===== src/design/sls_pkg.sv =====
// Shared types, constants and helper functions of the script lexical scanner.
package sls_pkg;

  localparam int OFF_BITS = 16;
  typedef logic [OFF_BITS-1:0] off_t;
  localparam off_t OFF_MAX = '1;
  localparam off_t OFF_CLIP = off_t'(17'h0FFFF);

  typedef enum logic [3:0] {
    M_IDLE, M_BANG, M_EQ, M_LT, M_GT, M_SLASH, M_LINE,
    M_BLOCK, M_BSTAR, M_STR, M_INT, M_DOT, M_FRAC, M_WORD
  } mode_t;

  localparam logic [5:0] K_LPAREN = 6'd0;
  localparam logic [5:0] K_RPAREN = 6'd1;
  localparam logic [5:0] K_LBRACE = 6'd2;
  localparam logic [5:0] K_RBRACE = 6'd3;
  localparam logic [5:0] K_COMMA  = 6'd4;
  localparam logic [5:0] K_DOT    = 6'd5;
  localparam logic [5:0] K_MINUS  = 6'd6;
  localparam logic [5:0] K_PLUS   = 6'd7;
  localparam logic [5:0] K_SEMI   = 6'd8;
  localparam logic [5:0] K_SLASH  = 6'd9;
  localparam logic [5:0] K_STAR   = 6'd10;
  localparam logic [5:0] K_BANG   = 6'd11;
  localparam logic [5:0] K_EQ     = 6'd13;
  localparam logic [5:0] K_GT     = 6'd15;
  localparam logic [5:0] K_LT     = 6'd17;
  localparam logic [5:0] K_IDENT  = 6'd19;
  localparam logic [5:0] K_STRING = 6'd20;
  localparam logic [5:0] K_INT    = 6'd21;
  localparam logic [5:0] K_FLOAT  = 6'd22;
  localparam logic [5:0] K_END    = 6'd39;

  localparam logic [1:0] ST_OK      = 2'd0;
  localparam logic [1:0] ST_BADCHAR = 2'd1;
  localparam logic [1:0] ST_UNTERM  = 2'd2;

  localparam logic [7:0] CH_TAB = 8'h09;
  localparam logic [7:0] CH_LF  = 8'h0A;
  localparam logic [7:0] CH_CR  = 8'h0D;

  localparam int MAX_RES = 4;

  typedef struct packed {
    logic [5:0]  kind;
    logic [1:0]  status;
    logic [15:0] start;
    logic [15:0] len;
    logic [15:0] line;
  } result_t;

  typedef struct packed {
    mode_t       mode;
    off_t        bpos;
    off_t        lstart;
    logic [15:0] line;
    logic [47:0] wbytes;
    logic [2:0]  wlen;
  } scan_state_t;

  localparam scan_state_t SCAN_RESET = '{mode: M_IDLE, bpos: '0, lstart: '0,
                                          line: 16'd1, wbytes: '0, wlen: '0};

  // Keyword spellings, first character in the lowest byte.
  localparam logic [47:0] KW_TEXT [16] = '{
    48'h0000_0064_6E61, 48'h0073_7361_6C63, 48'h0000_6573_6C65, 48'h0065_736C_6166,
    48'h0000_0072_6F66, 48'h0000_006E_7566, 48'h0000_0000_6669, 48'h0000_006C_696E,
    48'h0000_0000_726F, 48'h0074_6E69_7270, 48'h6E72_7574_6572, 48'h0072_6570_7573,
    48'h0000_7369_6874, 48'h0000_6575_7274, 48'h0000_0072_6176, 48'h0065_6C69_6877
  };
  localparam logic [2:0] KW_LEN [16] = '{
    3'd3, 3'd5, 3'd4, 3'd5, 3'd3, 3'd3, 3'd2, 3'd3,
    3'd2, 3'd5, 3'd6, 3'd5, 3'd4, 3'd4, 3'd3, 3'd5
  };
  localparam logic [5:0] KW_BASE = 6'd23;

  function automatic logic [15:0] clip16(off_t v);
    return (v > OFF_CLIP) ? 16'hFFFF : 16'(v);
  endfunction

  function automatic off_t span(off_t a, off_t b);
    return (b > a) ? off_t'(b - a) : '0;
  endfunction

  function automatic logic is_digit(logic [7:0] c);
    return (c >= "0") && (c <= "9");
  endfunction

  function automatic logic is_alpha(logic [7:0] c);
    return ((c >= "a") && (c <= "z")) || ((c >= "A") && (c <= "Z")) || (c == "_");
  endfunction

  function automatic logic [5:0] word_kind(logic [47:0] wb, logic [2:0] wl);
    logic [5:0] k;
    k = K_IDENT;
    for (int i = 0; i < 16; i++) begin
      if ((wl == KW_LEN[i]) && (wb == KW_TEXT[i])) k = KW_BASE + 6'(i);
    end
    return k;
  endfunction

  function automatic result_t make_res(logic [5:0] kind, logic [1:0] status, off_t start,
                                       off_t len, logic [15:0] line);
    result_t r;
    r.kind   = kind;
    r.status = status;
    r.start  = clip16(start);
    r.len    = clip16(len);
    r.line   = line;
    return r;
  endfunction

endpackage


===== src/design/sls_step.sv =====
// Combinational next-state and token logic for one source byte.
module sls_step (
  input  sls_pkg::scan_state_t cur,
  input  logic [7:0]           ch,
  input  logic                 last,
  output sls_pkg::scan_state_t nxt_state,
  output sls_pkg::result_t     res [sls_pkg::MAX_RES],
  output logic [2:0]           res_count
);

  typedef struct packed {
    logic             v0;
    logic             v1;
    sls_pkg::result_t r0;
    sls_pkg::result_t r1;
  } flush_t;

  // Pending token of a mode, given the offset just past its last byte.
  function automatic flush_t flush(sls_pkg::mode_t m, sls_pkg::off_t ls, sls_pkg::off_t e,
                                   logic [5:0] wk, logic [15:0] ln);
    flush_t f;
    sls_pkg::off_t d;
    f = '0;
    d = (e != '0) ? sls_pkg::off_t'(e - 1'b1) : '0;
    unique case (m)
      sls_pkg::M_BANG: begin f.v0 = 1'b1;
        f.r0 = sls_pkg::make_res(sls_pkg::K_BANG, sls_pkg::ST_OK, ls, sls_pkg::span(ls, e), ln);
      end
      sls_pkg::M_EQ: begin f.v0 = 1'b1;
        f.r0 = sls_pkg::make_res(sls_pkg::K_EQ, sls_pkg::ST_OK, ls, sls_pkg::span(ls, e), ln);
      end
      sls_pkg::M_LT: begin f.v0 = 1'b1;
        f.r0 = sls_pkg::make_res(sls_pkg::K_LT, sls_pkg::ST_OK, ls, sls_pkg::span(ls, e), ln);
      end
      sls_pkg::M_GT: begin f.v0 = 1'b1;
        f.r0 = sls_pkg::make_res(sls_pkg::K_GT, sls_pkg::ST_OK, ls, sls_pkg::span(ls, e), ln);
      end
      sls_pkg::M_SLASH: begin f.v0 = 1'b1;
        f.r0 = sls_pkg::make_res(sls_pkg::K_SLASH, sls_pkg::ST_OK, ls, sls_pkg::span(ls, e), ln);
      end
      sls_pkg::M_STR: begin f.v0 = 1'b1;
        f.r0 = sls_pkg::make_res(6'd0, sls_pkg::ST_UNTERM, ls, sls_pkg::span(ls, e), ln);
      end
      sls_pkg::M_INT: begin f.v0 = 1'b1;
        f.r0 = sls_pkg::make_res(sls_pkg::K_INT, sls_pkg::ST_OK, ls, sls_pkg::span(ls, e), ln);
      end
      sls_pkg::M_DOT: begin
        f.v0 = 1'b1;
        f.v1 = 1'b1;
        f.r0 = sls_pkg::make_res(sls_pkg::K_INT, sls_pkg::ST_OK, ls, sls_pkg::span(ls, d), ln);
        f.r1 = sls_pkg::make_res(sls_pkg::K_DOT, sls_pkg::ST_OK, d, sls_pkg::off_t'(1), ln);
      end
      sls_pkg::M_FRAC: begin f.v0 = 1'b1;
        f.r0 = sls_pkg::make_res(sls_pkg::K_FLOAT, sls_pkg::ST_OK, ls, sls_pkg::span(ls, e), ln);
      end
      sls_pkg::M_WORD: begin f.v0 = 1'b1;
        f.r0 = sls_pkg::make_res(wk, sls_pkg::ST_OK, ls, sls_pkg::span(ls, e), ln);
      end
      default: ;
    endcase
    return f;
  endfunction

  function automatic logic [15:0] bump(logic [15:0] ln);
    return (ln != 16'hFFFF) ? ln + 16'd1 : ln;
  endfunction

  sls_pkg::off_t    pos, nxt;
  logic             done;
  sls_pkg::mode_t   m2;
  sls_pkg::off_t    ls2;
  logic [15:0]      ln2;
  logic [47:0]      wb2;
  logic [2:0]       wl2;
  logic             vc;
  sls_pkg::result_t rc;
  flush_t           fa, fd;
  sls_pkg::result_t cand [6];
  logic [5:0]       cv;
  logic [2:0]       n;

  always_comb begin
    pos  = cur.bpos;
    nxt  = (pos == sls_pkg::OFF_MAX) ? pos : sls_pkg::off_t'(pos + 1'b1);
    done = 1'b0;
    m2   = cur.mode;
    ls2  = cur.lstart;
    ln2  = cur.line;
    wb2  = cur.wbytes;
    wl2  = cur.wlen;
    vc   = 1'b0;
    rc   = '0;

    // Bytes that continue the pending lexeme.
    unique case (cur.mode) inside
      sls_pkg::M_BANG, sls_pkg::M_EQ, sls_pkg::M_LT, sls_pkg::M_GT: begin
        if (ch == "=") begin
          vc   = 1'b1;
          done = 1'b1;
          m2   = sls_pkg::M_IDLE;
          rc   = sls_pkg::make_res(6'((cur.mode == sls_pkg::M_BANG) ? sls_pkg::K_BANG + 6'd1 :
                                      (cur.mode == sls_pkg::M_EQ)   ? sls_pkg::K_EQ + 6'd1 :
                                      (cur.mode == sls_pkg::M_LT)   ? sls_pkg::K_LT + 6'd1 :
                                                                      sls_pkg::K_GT + 6'd1),
                                   sls_pkg::ST_OK, cur.lstart, sls_pkg::span(cur.lstart, nxt),
                                   cur.line);
        end
      end
      sls_pkg::M_SLASH: begin
        if (ch == "/") begin m2 = sls_pkg::M_LINE; done = 1'b1; end
        else if (ch == "*") begin m2 = sls_pkg::M_BLOCK; done = 1'b1; end
      end
      sls_pkg::M_LINE: begin
        if (ch != sls_pkg::CH_LF) done = 1'b1;
      end
      sls_pkg::M_BLOCK: begin
        done = 1'b1;
        if (ch == "*") m2 = sls_pkg::M_BSTAR;
        else if (ch == sls_pkg::CH_LF) ln2 = bump(cur.line);
      end
      sls_pkg::M_BSTAR: begin
        done = 1'b1;
        if (ch == "/") m2 = sls_pkg::M_IDLE;
        else if (ch != "*") begin
          if (ch == sls_pkg::CH_LF) ln2 = bump(cur.line);
          m2 = sls_pkg::M_BLOCK;
        end
      end
      sls_pkg::M_STR: begin
        done = 1'b1;
        if (ch == "\"") begin
          vc = 1'b1;
          m2 = sls_pkg::M_IDLE;
          rc = sls_pkg::make_res(sls_pkg::K_STRING, sls_pkg::ST_OK, cur.lstart,
                                 sls_pkg::span(cur.lstart, nxt), cur.line);
        end else if (ch == sls_pkg::CH_LF) begin
          ln2 = bump(cur.line);
        end
      end
      sls_pkg::M_INT: begin
        if (sls_pkg::is_digit(ch)) done = 1'b1;
        else if (ch == ".") begin m2 = sls_pkg::M_DOT; done = 1'b1; end
      end
      sls_pkg::M_DOT: begin
        if (sls_pkg::is_digit(ch)) begin m2 = sls_pkg::M_FRAC; done = 1'b1; end
      end
      sls_pkg::M_FRAC: begin
        if (sls_pkg::is_digit(ch)) done = 1'b1;
      end
      sls_pkg::M_WORD: begin
        if (sls_pkg::is_alpha(ch) || sls_pkg::is_digit(ch)) begin
          done = 1'b1;
          if (cur.wlen < 3'd6) begin
            for (int i = 0; i < 6; i++) begin
              if (cur.wlen == 3'(i)) wb2[8*i +: 8] = ch;
            end
            wl2 = cur.wlen + 3'd1;
          end else begin
            wl2 = 3'd7;
          end
        end
      end
      default: m2 = sls_pkg::M_IDLE;
    endcase

    fa = '0;
    if (!done) begin
      fa  = flush(cur.mode, cur.lstart, pos, sls_pkg::word_kind(cur.wbytes, cur.wlen), cur.line);
      m2  = sls_pkg::M_IDLE;
      ls2 = pos;
      vc  = 1'b1;
      case (ch) inside
        "(": rc = sls_pkg::make_res(sls_pkg::K_LPAREN, sls_pkg::ST_OK, pos,
                                    sls_pkg::off_t'(1), cur.line);
        ")": rc = sls_pkg::make_res(sls_pkg::K_RPAREN, sls_pkg::ST_OK, pos,
                                    sls_pkg::off_t'(1), cur.line);
        "{": rc = sls_pkg::make_res(sls_pkg::K_LBRACE, sls_pkg::ST_OK, pos,
                                    sls_pkg::off_t'(1), cur.line);
        "}": rc = sls_pkg::make_res(sls_pkg::K_RBRACE, sls_pkg::ST_OK, pos,
                                    sls_pkg::off_t'(1), cur.line);
        ",": rc = sls_pkg::make_res(sls_pkg::K_COMMA, sls_pkg::ST_OK, pos,
                                    sls_pkg::off_t'(1), cur.line);
        ".": rc = sls_pkg::make_res(sls_pkg::K_DOT, sls_pkg::ST_OK, pos,
                                    sls_pkg::off_t'(1), cur.line);
        "-": rc = sls_pkg::make_res(sls_pkg::K_MINUS, sls_pkg::ST_OK, pos,
                                    sls_pkg::off_t'(1), cur.line);
        "+": rc = sls_pkg::make_res(sls_pkg::K_PLUS, sls_pkg::ST_OK, pos,
                                    sls_pkg::off_t'(1), cur.line);
        ";": rc = sls_pkg::make_res(sls_pkg::K_SEMI, sls_pkg::ST_OK, pos,
                                    sls_pkg::off_t'(1), cur.line);
        "*": rc = sls_pkg::make_res(sls_pkg::K_STAR, sls_pkg::ST_OK, pos,
                                    sls_pkg::off_t'(1), cur.line);
        "!": begin vc = 1'b0; m2 = sls_pkg::M_BANG; end
        "=": begin vc = 1'b0; m2 = sls_pkg::M_EQ; end
        "<": begin vc = 1'b0; m2 = sls_pkg::M_LT; end
        ">": begin vc = 1'b0; m2 = sls_pkg::M_GT; end
        "/": begin vc = 1'b0; m2 = sls_pkg::M_SLASH; end
        "\"": begin vc = 1'b0; m2 = sls_pkg::M_STR; end
        " ", sls_pkg::CH_CR, sls_pkg::CH_TAB: vc = 1'b0;
        sls_pkg::CH_LF: begin vc = 1'b0; ln2 = bump(cur.line); end
        default: begin
          if (sls_pkg::is_digit(ch)) begin
            vc = 1'b0;
            m2 = sls_pkg::M_INT;
          end else if (sls_pkg::is_alpha(ch)) begin
            vc  = 1'b0;
            m2  = sls_pkg::M_WORD;
            wb2 = {40'd0, ch};
            wl2 = 3'd1;
          end else begin
            rc = sls_pkg::make_res(6'd0, sls_pkg::ST_BADCHAR, pos, sls_pkg::off_t'(1),
                                   cur.line);
          end
        end
      endcase
    end

    fd = '0;
    if (last) begin
      fd        = flush(m2, ls2, nxt, sls_pkg::word_kind(wb2, wl2), ln2);
      nxt_state = sls_pkg::SCAN_RESET;
    end else begin
      nxt_state = '{mode: m2, bpos: nxt, lstart: ls2, line: ln2, wbytes: wb2, wlen: wl2};
    end

    cand[0] = fa.r0;
    cand[1] = fa.r1;
    cand[2] = rc;
    cand[3] = fd.r0;
    cand[4] = fd.r1;
    cand[5] = sls_pkg::make_res(sls_pkg::K_END, sls_pkg::ST_OK, nxt, '0, ln2);
    cv = {last, fd.v1, fd.v0, vc, fa.v1, fa.v0};

    // Pack the produced tokens in order; anything past the fourth is dropped.
    for (int i = 0; i < sls_pkg::MAX_RES; i++) res[i] = '0;
    n = '0;
    for (int i = 0; i < 6; i++) begin
      if (cv[i] && (n < 3'(sls_pkg::MAX_RES))) begin
        res[n[1:0]] = cand[i];
        n = n + 3'd1;
      end
    end
    res_count = n;
  end

endmodule


===== src/design/script_lexical_scanner_top.sv =====
// Top level of the script lexical scanner: state registers and token buffer.
//
// Source bytes enter on the s_ channel, one byte per beat, with s_tlast on the
// final byte of a source. Tokens leave on the m_ channel, one per beat: kind
// and status in m_tuser, offset, length and line in m_tdata, and m_tlast on
// the last token that a byte produced. A byte gives zero to four tokens.
// The byte is scanned in the cycle it is accepted and its tokens are loaded
// into a four-entry buffer, so the first token is offered in the next cycle.
// A new byte is taken when the buffer is empty or its final token is leaving
// in that cycle, so a byte that yields at most one token sustains one byte
// per cycle while the receiver does not stall; a byte with several tokens
// holds the input until its last token leaves through the single output port.
// On a receiver stall the buffer holds; s_tready is low while it is not empty.
// After the final byte of a source the end token is emitted and the scanner
// returns to its reset state, ready for the next source. Reset is
// synchronous: it empties the buffer and restores line 1, offset 0.
module script_lexical_scanner_top (
  input  logic        clk,
  input  logic        rst,
  input  logic        s_tvalid,
  output logic        s_tready,
  input  logic [7:0]  s_tdata,   // [7:0] ch
  input  logic        s_tlast,
  output logic        m_tvalid,
  input  logic        m_tready,
  output logic [47:0] m_tdata,   // [15:0] start_offset, [31:16] lexeme_length, [47:32] line
  output logic [7:0]  m_tuser,   // [5:0] token_kind, [7:6] status
  output logic        m_tlast
);

  sls_pkg::scan_state_t state, state_next;
  sls_pkg::result_t     step_res [sls_pkg::MAX_RES];
  logic [2:0]           step_count;
  sls_pkg::result_t     tok [sls_pkg::MAX_RES];
  logic [2:0]           cnt;
  logic                 accept, pop;

  sls_step u_step (
    .cur       (state),
    .ch        (s_tdata),
    .last      (s_tlast),
    .nxt_state (state_next),
    .res       (step_res),
    .res_count (step_count)
  );

  assign m_tvalid = (cnt != 3'd0);
  assign s_tready = (cnt == 3'd0) || ((cnt == 3'd1) && m_tready);
  assign accept   = s_tvalid && s_tready;
  assign pop      = m_tvalid && m_tready;

  always_ff @(posedge clk) begin
    if (rst) begin
      state <= sls_pkg::SCAN_RESET;
      cnt   <= 3'd0;
    end else begin
      if (accept) begin
        state <= state_next;
        cnt   <= step_count;
      end else if (pop) begin
        cnt <= cnt - 3'd1;
      end
    end
  end

  always_ff @(posedge clk) begin
    if (accept) begin
      tok <= step_res;
    end else if (pop) begin
      for (int i = 0; i < sls_pkg::MAX_RES - 1; i++) tok[i] <= tok[i+1];
    end
  end

  assign m_tdata = {tok[0].line, tok[0].len, tok[0].start};
  assign m_tuser = {tok[0].status, tok[0].kind};
  assign m_tlast = (cnt == 3'd1);

  a_cnt_range: assert property (@(posedge clk) disable iff (rst)
    cnt <= 3'(sls_pkg::MAX_RES))
    else $error("token buffer count out of range");

  a_end_token: assert property (@(posedge clk) disable iff (rst)
    (accept && s_tlast) |=> (cnt != 3'd0) && (tok[0].kind != sls_pkg::K_END || cnt == 3'd1))
    else $error("final byte produced no tokens or end token not last");

  a_source_reset: assert property (@(posedge clk) disable iff (rst)
    (accept && s_tlast) |=> (state.bpos == '0) && (state.line == 16'd1)
                            && (state.mode == sls_pkg::M_IDLE))
    else $error("scanner state not restored after final byte");

  a_line_nonzero: assert property (@(posedge clk) disable iff (rst)
    state.line != 16'd0)
    else $error("line counter reached zero");

endmodule


===== config.mk =====
export PLATFORM = sky130hd
export DESIGN_NAME = script_lexical_scanner_top
export DESIGN_NICKNAME = d
export VERILOG_FILES = /design/src/design/sls_pkg.sv /design/src/design/sls_step.sv /design/src/design/script_lexical_scanner_top.sv
export SDC_FILE = /design/constraint.sdc
export NUM_CORES = 1
export LEC_CHECK = 0
export BUFFER_PORTS_ARGS = -buffer_cell sky130_fd_sc_hd__buf_2
export CAP_MARGIN = 40
export CORE_AREA = 2 2 264 266
export CTS_CLUSTER_SIZE = 20
export DETAILED_ROUTE_END_ITERATION = 10
export DIE_AREA = 0 0 266 268
export HOLD_SLACK_MARGIN = 0.08
export SETUP_SLACK_MARGIN = 0.1
export SLEW_MARGIN = 20
export SYNTH_ARGS = -nofsm -noshare
export SYNTH_HDL_FRONTEND = slang
export SYNTH_SLANG_ARGS = --single-unit

===== constraint.sdc =====
create_clock -name clk -period 16.9 [get_ports clk]
set_input_delay 1.69 -clock clk [delete_from_list [all_inputs] [get_ports clk]]
set_output_delay 1.69 -clock clk [all_outputs]
set_load 0.02 [all_outputs]

# Word level (Yosys, flattened, before mapping)

Cells that the tools add are included.

Word-level logic and storage cells: 508
Register bits after elaboration: 330

Magnitude comparators: 38
Multiplexer cells: 265
Bitwise logic cells: 5
Eq/ne operators: 92
Reduce and logical (&&, ||, !) cells: 65
Add/subtract/negate cells: 16

Operators with widths:

| operator               | count |
|---|---|
| $mux W56               | 28 |
| $mux W48               | 24 |
| $bwmux W224            | 5 |
| $mux W224              | 5 |
| $pmux W56 S10          | 2 |
| $mux W16               | 45 |
| $demux W56 S2          | 5 |
| $eq A48 B23 Y1 const B | 10 |
| $eq A48 B39 Y1 const B | 10 |
| $mux W168              | 2 |
| $eq A48 B31 Y1 const B | 6 |
| $mux W114              | 2 |
| $eq A48 B15 Y1 const B | 4 |
| $gt A16 B16 Y1 const B | 11 |
| $mux W4                | 42 |
| $mux W6                | 21 |
| $eq A8 B6 Y1 const B   | 15 |
| $pmux W56 S2           | 1 |
| $mux W53               | 2 |
| $mux W103              | 1 |
| $mux W3                | 33 |
| $eq A48 B47 Y1 const B | 2 |
| $gt A16 B16 Y1         | 5 |
| $sub A16 B16 Y16       | 5 |
| other kinds (46)       | 195 |

# Longest topological paths before layout

Depth after elaboration: 61
Gate-level depth with buffers: 34
Gate-level depth less buffers: 30

# By module

A second synthesis with hierarchy kept.

Cell total of the unflattened synthesis: 3889
Area, all modules: 28448.5 sq um

By module, submodules not included:

| module                     | cells an instance | area each (sq um) | instances | sequential area each (sq um) |
|---|---|---|---|---|
| sls_step                   | 2587              | 15349.7           | 1         | 0.0 |
| script_lexical_scanner_top | 1302              | 13098.8           | 1         | 8848.5 |

# Worst setup path after synthesis

No wires, ideal clock.

Kind: input to register
From: input s_tdata[3]
To: register tok[79] in the netlist's numbering (data pin)
Setup slack: 9621 ps
Data required time: 16644 ps
Arrival time: 7023 ps
Cell stages on the path: 25
Cells stage by stage: buf_2 -> or2_0 -> clkbuf_2 -> o311a_1 -> a21o_1 -> nor4_4 -> buf_4 -> clkbuf_1 -> mux2i_1 -> inv_1 -> ha_1 -> inv_1 -> fa_1 -> a21o_1 -> a21oi_1 -> nor2b_1 -> o21a_1 -> o41ai_1 -> o221a_2 -> o21ai_0 -> nand3_1 -> clkbuf_1 -> a2bb2oi_1 -> o22ai_1 -> a22o_1

Longest elaborated chain between the ends: 42
Elaborated cells between the ends (all ways): 211
Those cells by class: 6 x add/sub; 25 x order compare; 33 x eq/ne; 124 x mux; 5 x bitwise; 18 x reduce/logical

RTL lines:

| item                                                                      | line                             | source |
|---|---|---|
| start, declared                                                           | script_lexical_scanner_top.sv:22 | `input logic [7:0] s_tdata,` |
| $ge A8 B7 Y1 / $le A8 B7 Y1 (equally long branches)                       | sls_pkg.sv:91                    | `return ((c >= "a") && (c <= "z")) \|\| ((c >= "A") && (c <= "Z")) \|\| (c == "_");` |
| $logic_and A1 B1 Y1                                                       | sls_pkg.sv:91                    |  |
| $logic_or A1 B1 Y1 (2 in a row)                                           | sls_pkg.sv:91                    |  |
| $mux W4                                                                   | sls_step.sv:205                  | `end else if (sls_pkg::is_alpha(ch)) begin` |
| $mux W4                                                                   | sls_step.sv:202                  | `if (sls_pkg::is_digit(ch)) begin` |
| $mux W4 (18 in a row)                                                     | sls_step.sv:172                  | `case (ch) inside` |
| $mux W4                                                                   | sls_step.sv:167                  | `if (!done) begin` |
| $eq A4 B1 Y1 (tied with other cells)                                      | sls_step.sv:25                   | `unique case (m)` |
| [8 not listed]                                                            | n/a                              |  |
| $not A2 Y3 (not written as such)                                          | sls_step.sv:239                  | `res[n[1:0]] = cand[i];` |
| $ge A3 B3 Y1 (not written as such) / $lt A3 B1 Y1 (equally long branches) | sls_step.sv:239                  |  |
| $logic_and A1 B1 Y1 (not written as such)                                 | sls_step.sv:239                  |  |
| $mux W56 (not written as such)                                            | sls_step.sv:239                  |  |
| $demux W56 S2                                                             | sls_step.sv:239                  |  |
| $bwmux W224                                                               | sls_step.sv:239                  |  |
| $mux W224 (*)                                                             | sls_step.sv:238                  | `if (cv[i] && (n < 3'(sls_pkg::MAX_RES))) begin` |
| $mux W168 (*)                                                             | script_lexical_scanner_top.sv:67 | `if (accept) begin` |
| end signal, assigned                                                      | script_lexical_scanner_top.sv:68 | `tok <= step_res;` |
| end, declared                                                             | script_lexical_scanner_top.sv:34 | `sls_pkg::result_t tok [sls_pkg::MAX_RES];` |

Mark *: on every way between the ends. The rest lies on a longest branch, timed or not.
A chain may end at the register's enable or synchronous reset.

# Final worst setup path

From: input s_tdata[0]
To: register tok, in the netlist m_tdata[30] (data pin)

The elaborated chain is that of the path after synthesis.

==> flow_metrics.py <==
metrics = {
    "synthesis": {
        "yosys_register_bits": 330,
        "synth_edf_count": 224,
        "netlist_instances": 3449,
        "yosysMostFrequentCell": "nand2_1",
        "ys.warnings.count": 0,
        "ys_seq_area_frac": 0.325,
        "async_reset_ff_frac": 0,
        "synth_top_area_frac": 0.247,
        "synthTopCellsByCount": "415 x nand2_1, 385 x nor2_1, 272 x o21ai_0",
        "syn_nets": 3574,
        "avgSynthCellArea_um2": 7.89,
        "yosys_most_used_dff": "edfxtp_1",
        "yosysUniqueCellTypes": 109,
        "syn-cell-area_um2": 27200,
        "synth.area.top_cells": "edfxtp_1 25%, dfxtp_1 7.8%, nand2_1 5.7%",
        "synth_area_leader_cell": "edfxtp_1",
    },
    "grt": {
        "gr-total-overflow": 0,
        "grt_pass1_wl_mm": 171,
        "track_usage": 0.317,
        "antenna_found_initial": 2,
        "grt_max_degree": 100,
        "grt_pass1_vias": 25973,
    },
    "worst_setup_path": {
        "r2r_cells": 30,
        "critPathMaxFanout": 42,
        "cp.arrival_ps": 9400,
        "reg2reg_to": "tok[128]",
        "worst_path_max_delay_cell": "nor2_1",
        "start_kind": "primary input",
        "startpoint": "s_tdata[0]",
        "worstSetupEndpoint": "m_tdata[30]",
        "crit_family": "simple AND/OR/NAND/NOR gates",
        "path_class": "in -> reg",
        "r2r-start": "state[84]",
        "path_cells": "buf_2, and2_1, o2111ai_1, a21o_1, buf_4, nor4_4, buf_4, nand3_1, ha_1, and2_1, nor2_1, ha_1, nand2_1, a21oi_2, a21oi_2, nand2_1, nand2_1, o21a_1, inv_1, ha_1, and3_1, nor2_1, nand2_1, o21ai_0",
        "rrSetupSlack_ps": 8450,
        "cp_common_cell": "nand2_1",
        "path_buf_inv": 4,
        "slowest_delay_ps": 720,
        "crit_cells": 24,
        "critPathRequiredTime_ps": 17300,
        "worstSetupEndpointType": "flip-flop",
    },
    "die": {
        "start_util": 0.399,
        "die_h_um": 268,
        "core-area_um2": 68200,
        "die_width_um": 266,
        "pin_count": 72,
        "die-area_um2": 71300,
        "num_rows": 96,
    },
    "cells_and_area": {
        "layout-drive-gt1-share": 0.0822,
        "area_growth_syn_to_layout_pct": 7.73,
        "multi_input_area_um2": 16600,
        "nets": 3461,
        "fillers": 6987,
        "diodes": 0,
        "final_core_utilization": 0.430,
        "regArea_um2": 8850,
    },
    "sta": {
        "slew_viol_final": 0,
        "slew_headroom": 0.369,
        "tns_ps": 0,
        "min_period_ps": 9000,
        "final_hold_viol_count": 0,
        "setup_viol": 0,
        "fmax_mhz": 111,
        "fin_worst_skew_ps": 31.1,
        "grt_setup_unrepaired": "false",
        "finalCritPeriodShare": 0.533,
        "tightest_slew_ps": 946,
    },
    "drt": {
        "finalWirelength_mm": 116,
        "vias": 27716,
        "via_per_inst": 6.52,
        "top_layer": "met5",
        "wl_met3_mm": 10.1,
        "first_pass_iters": 6,
        "wl_per_cell_um": 27.4,
        "met1_length_mm": 46.0,
        "ant_nets": 0,
        "wl_met2_mm": 51.9,
        "drtIter0Drc": 3754,
        "drc": 0,
    },
    "placed_design": {
        "place_congestion": 1.04,
        "portBuffers": 71,
        "hpwl_mm": 84.5,
    },
    "clock_network": {
        "cts.sinks": 330,
        "clk_pin_slew_ps": 60,
        "clock_path_buffers": 3,
        "htreeDepth": 2,
        "cts_root_buf": "clkbuf_16",
        "cts_buffers": 42,
        "hold_buffers": 0,
        "cts_setup_buffers": 0,
        "postCtsResizedCells": 0,
        "clkLatencyLatePin_ps": 600,
        "cts_tree": "done",
    },
    "power_and_ir_drop": {
        "leakage_nw": 10.7,
        "p_per_area_nw_per_um2": 129,
        "vdd_drop_max_uv": 75.0,
    },
    "run": {
        "cap_violations": 0,
    },
    "worst_hold_path": {
        "hold_class": "reg -> reg",
        "whs_path_depth": 2,
    },
    "status": {
        "status": "finished, final reports clean",
    },
}
[layer usage]
layer  track usage  up-vias
li1              -    12546
met1         0.399    13227
met2         0.500     1512
met3        0.0624      427
met4         0.201        4
met5             0        -
[per-stage QoR]
stage               instance area (um2)  hold slack, ps  cells  worst slack (ps)  total power [mW]
finish                            29300             520   4250              7900              3.79
global route                      29300             536   4250              7420              3.97
CTS                               29300             517   4248              8150              3.79
detailed placement                27900             503   4172              7570              2.82
global placement                  27700             493   4156              7730              2.81
floorplan                         27200             477   3449              9620              2.40
[cells by family after synthesis]
| family | Yosys count | share of synthesized area |
|---|---|---|
| adder cells (fa/ha/maj) | 112 | 0.0529 |
| AO/OA/AOI/OAI | 1071 | 0.258 |
| multiplexers | 53 | 0.0201 |
| XOR/XNOR | 99 | 0.0328 |
| flip-flops | 330 | 0.325 |
| buffers and inverters | 409 | 0.0678 |
| AND/OR/NAND/NOR | 1375 | 0.243 |
[final cells by class]
cell class | instances | share of cell area
timing repair buffer | 142 | 0.0320
clock buffer | 51 | 0.0377
inverter | 110 | 0.0144
tap | 882 | 0.0376
multi-input combinational | 2710 | 0.566
sequential | 330 | 0.302
clock inverter | 25 | 0.0108
[worst min path at each step]
| stage | startpoint | endpoint |
|---|---|---|
| 2_1_floorplan | state[43] | state[43] |
| 3_3_place_gp | state[82] | state[82] |
| 3_5_place_dp | state[82] | state[82] |
| 4_1_cts | state[82] | state[82] |
| 5_1_grt | tok[72] | tok[128] |
| 6_report | state[47] | state[47] |
[power breakdown]
part           internal (mW)  switching [mW]  total, mW
registers               1.23          0.0906       1.32
logic                  0.455            1.05       1.51
clock network          0.574           0.391      0.964
[registers in the layout, indices dropped and copies added (netlist names)]
name     cells
tok        168
m_tdata     48
m_tuser      8
cnt          3
state      103
[tightest hold or removal path, delay by kind of cell, from the launching register on]
kind	cells	cell delay (ps)
AOI/OAI and AO/OA	1	60
DFF	1	340
and+or+nand+nor	1	80
[cell usage in the layout (no fill, tap or decap), types with 37 or more instances in the layout]
master     instances
a22oi_1          101
buf_4             58
and3_1            42
nor2_1           383
xnor2_1           59
mux2i_1           39
nor2b_1           40
xor2_1            37
nand2_1          414
a31oi_1           42
clkbuf_16         43
o22ai_1           43
ha_1             107
nor3_1            98
buf_2             75
nand4_1           51
nand3_1          109
inv_1            106
dfxtp_1          106
o21ai_0          272
a21oi_1          199
edfxtp_1         224
Power figures use the tool's default switching activity.
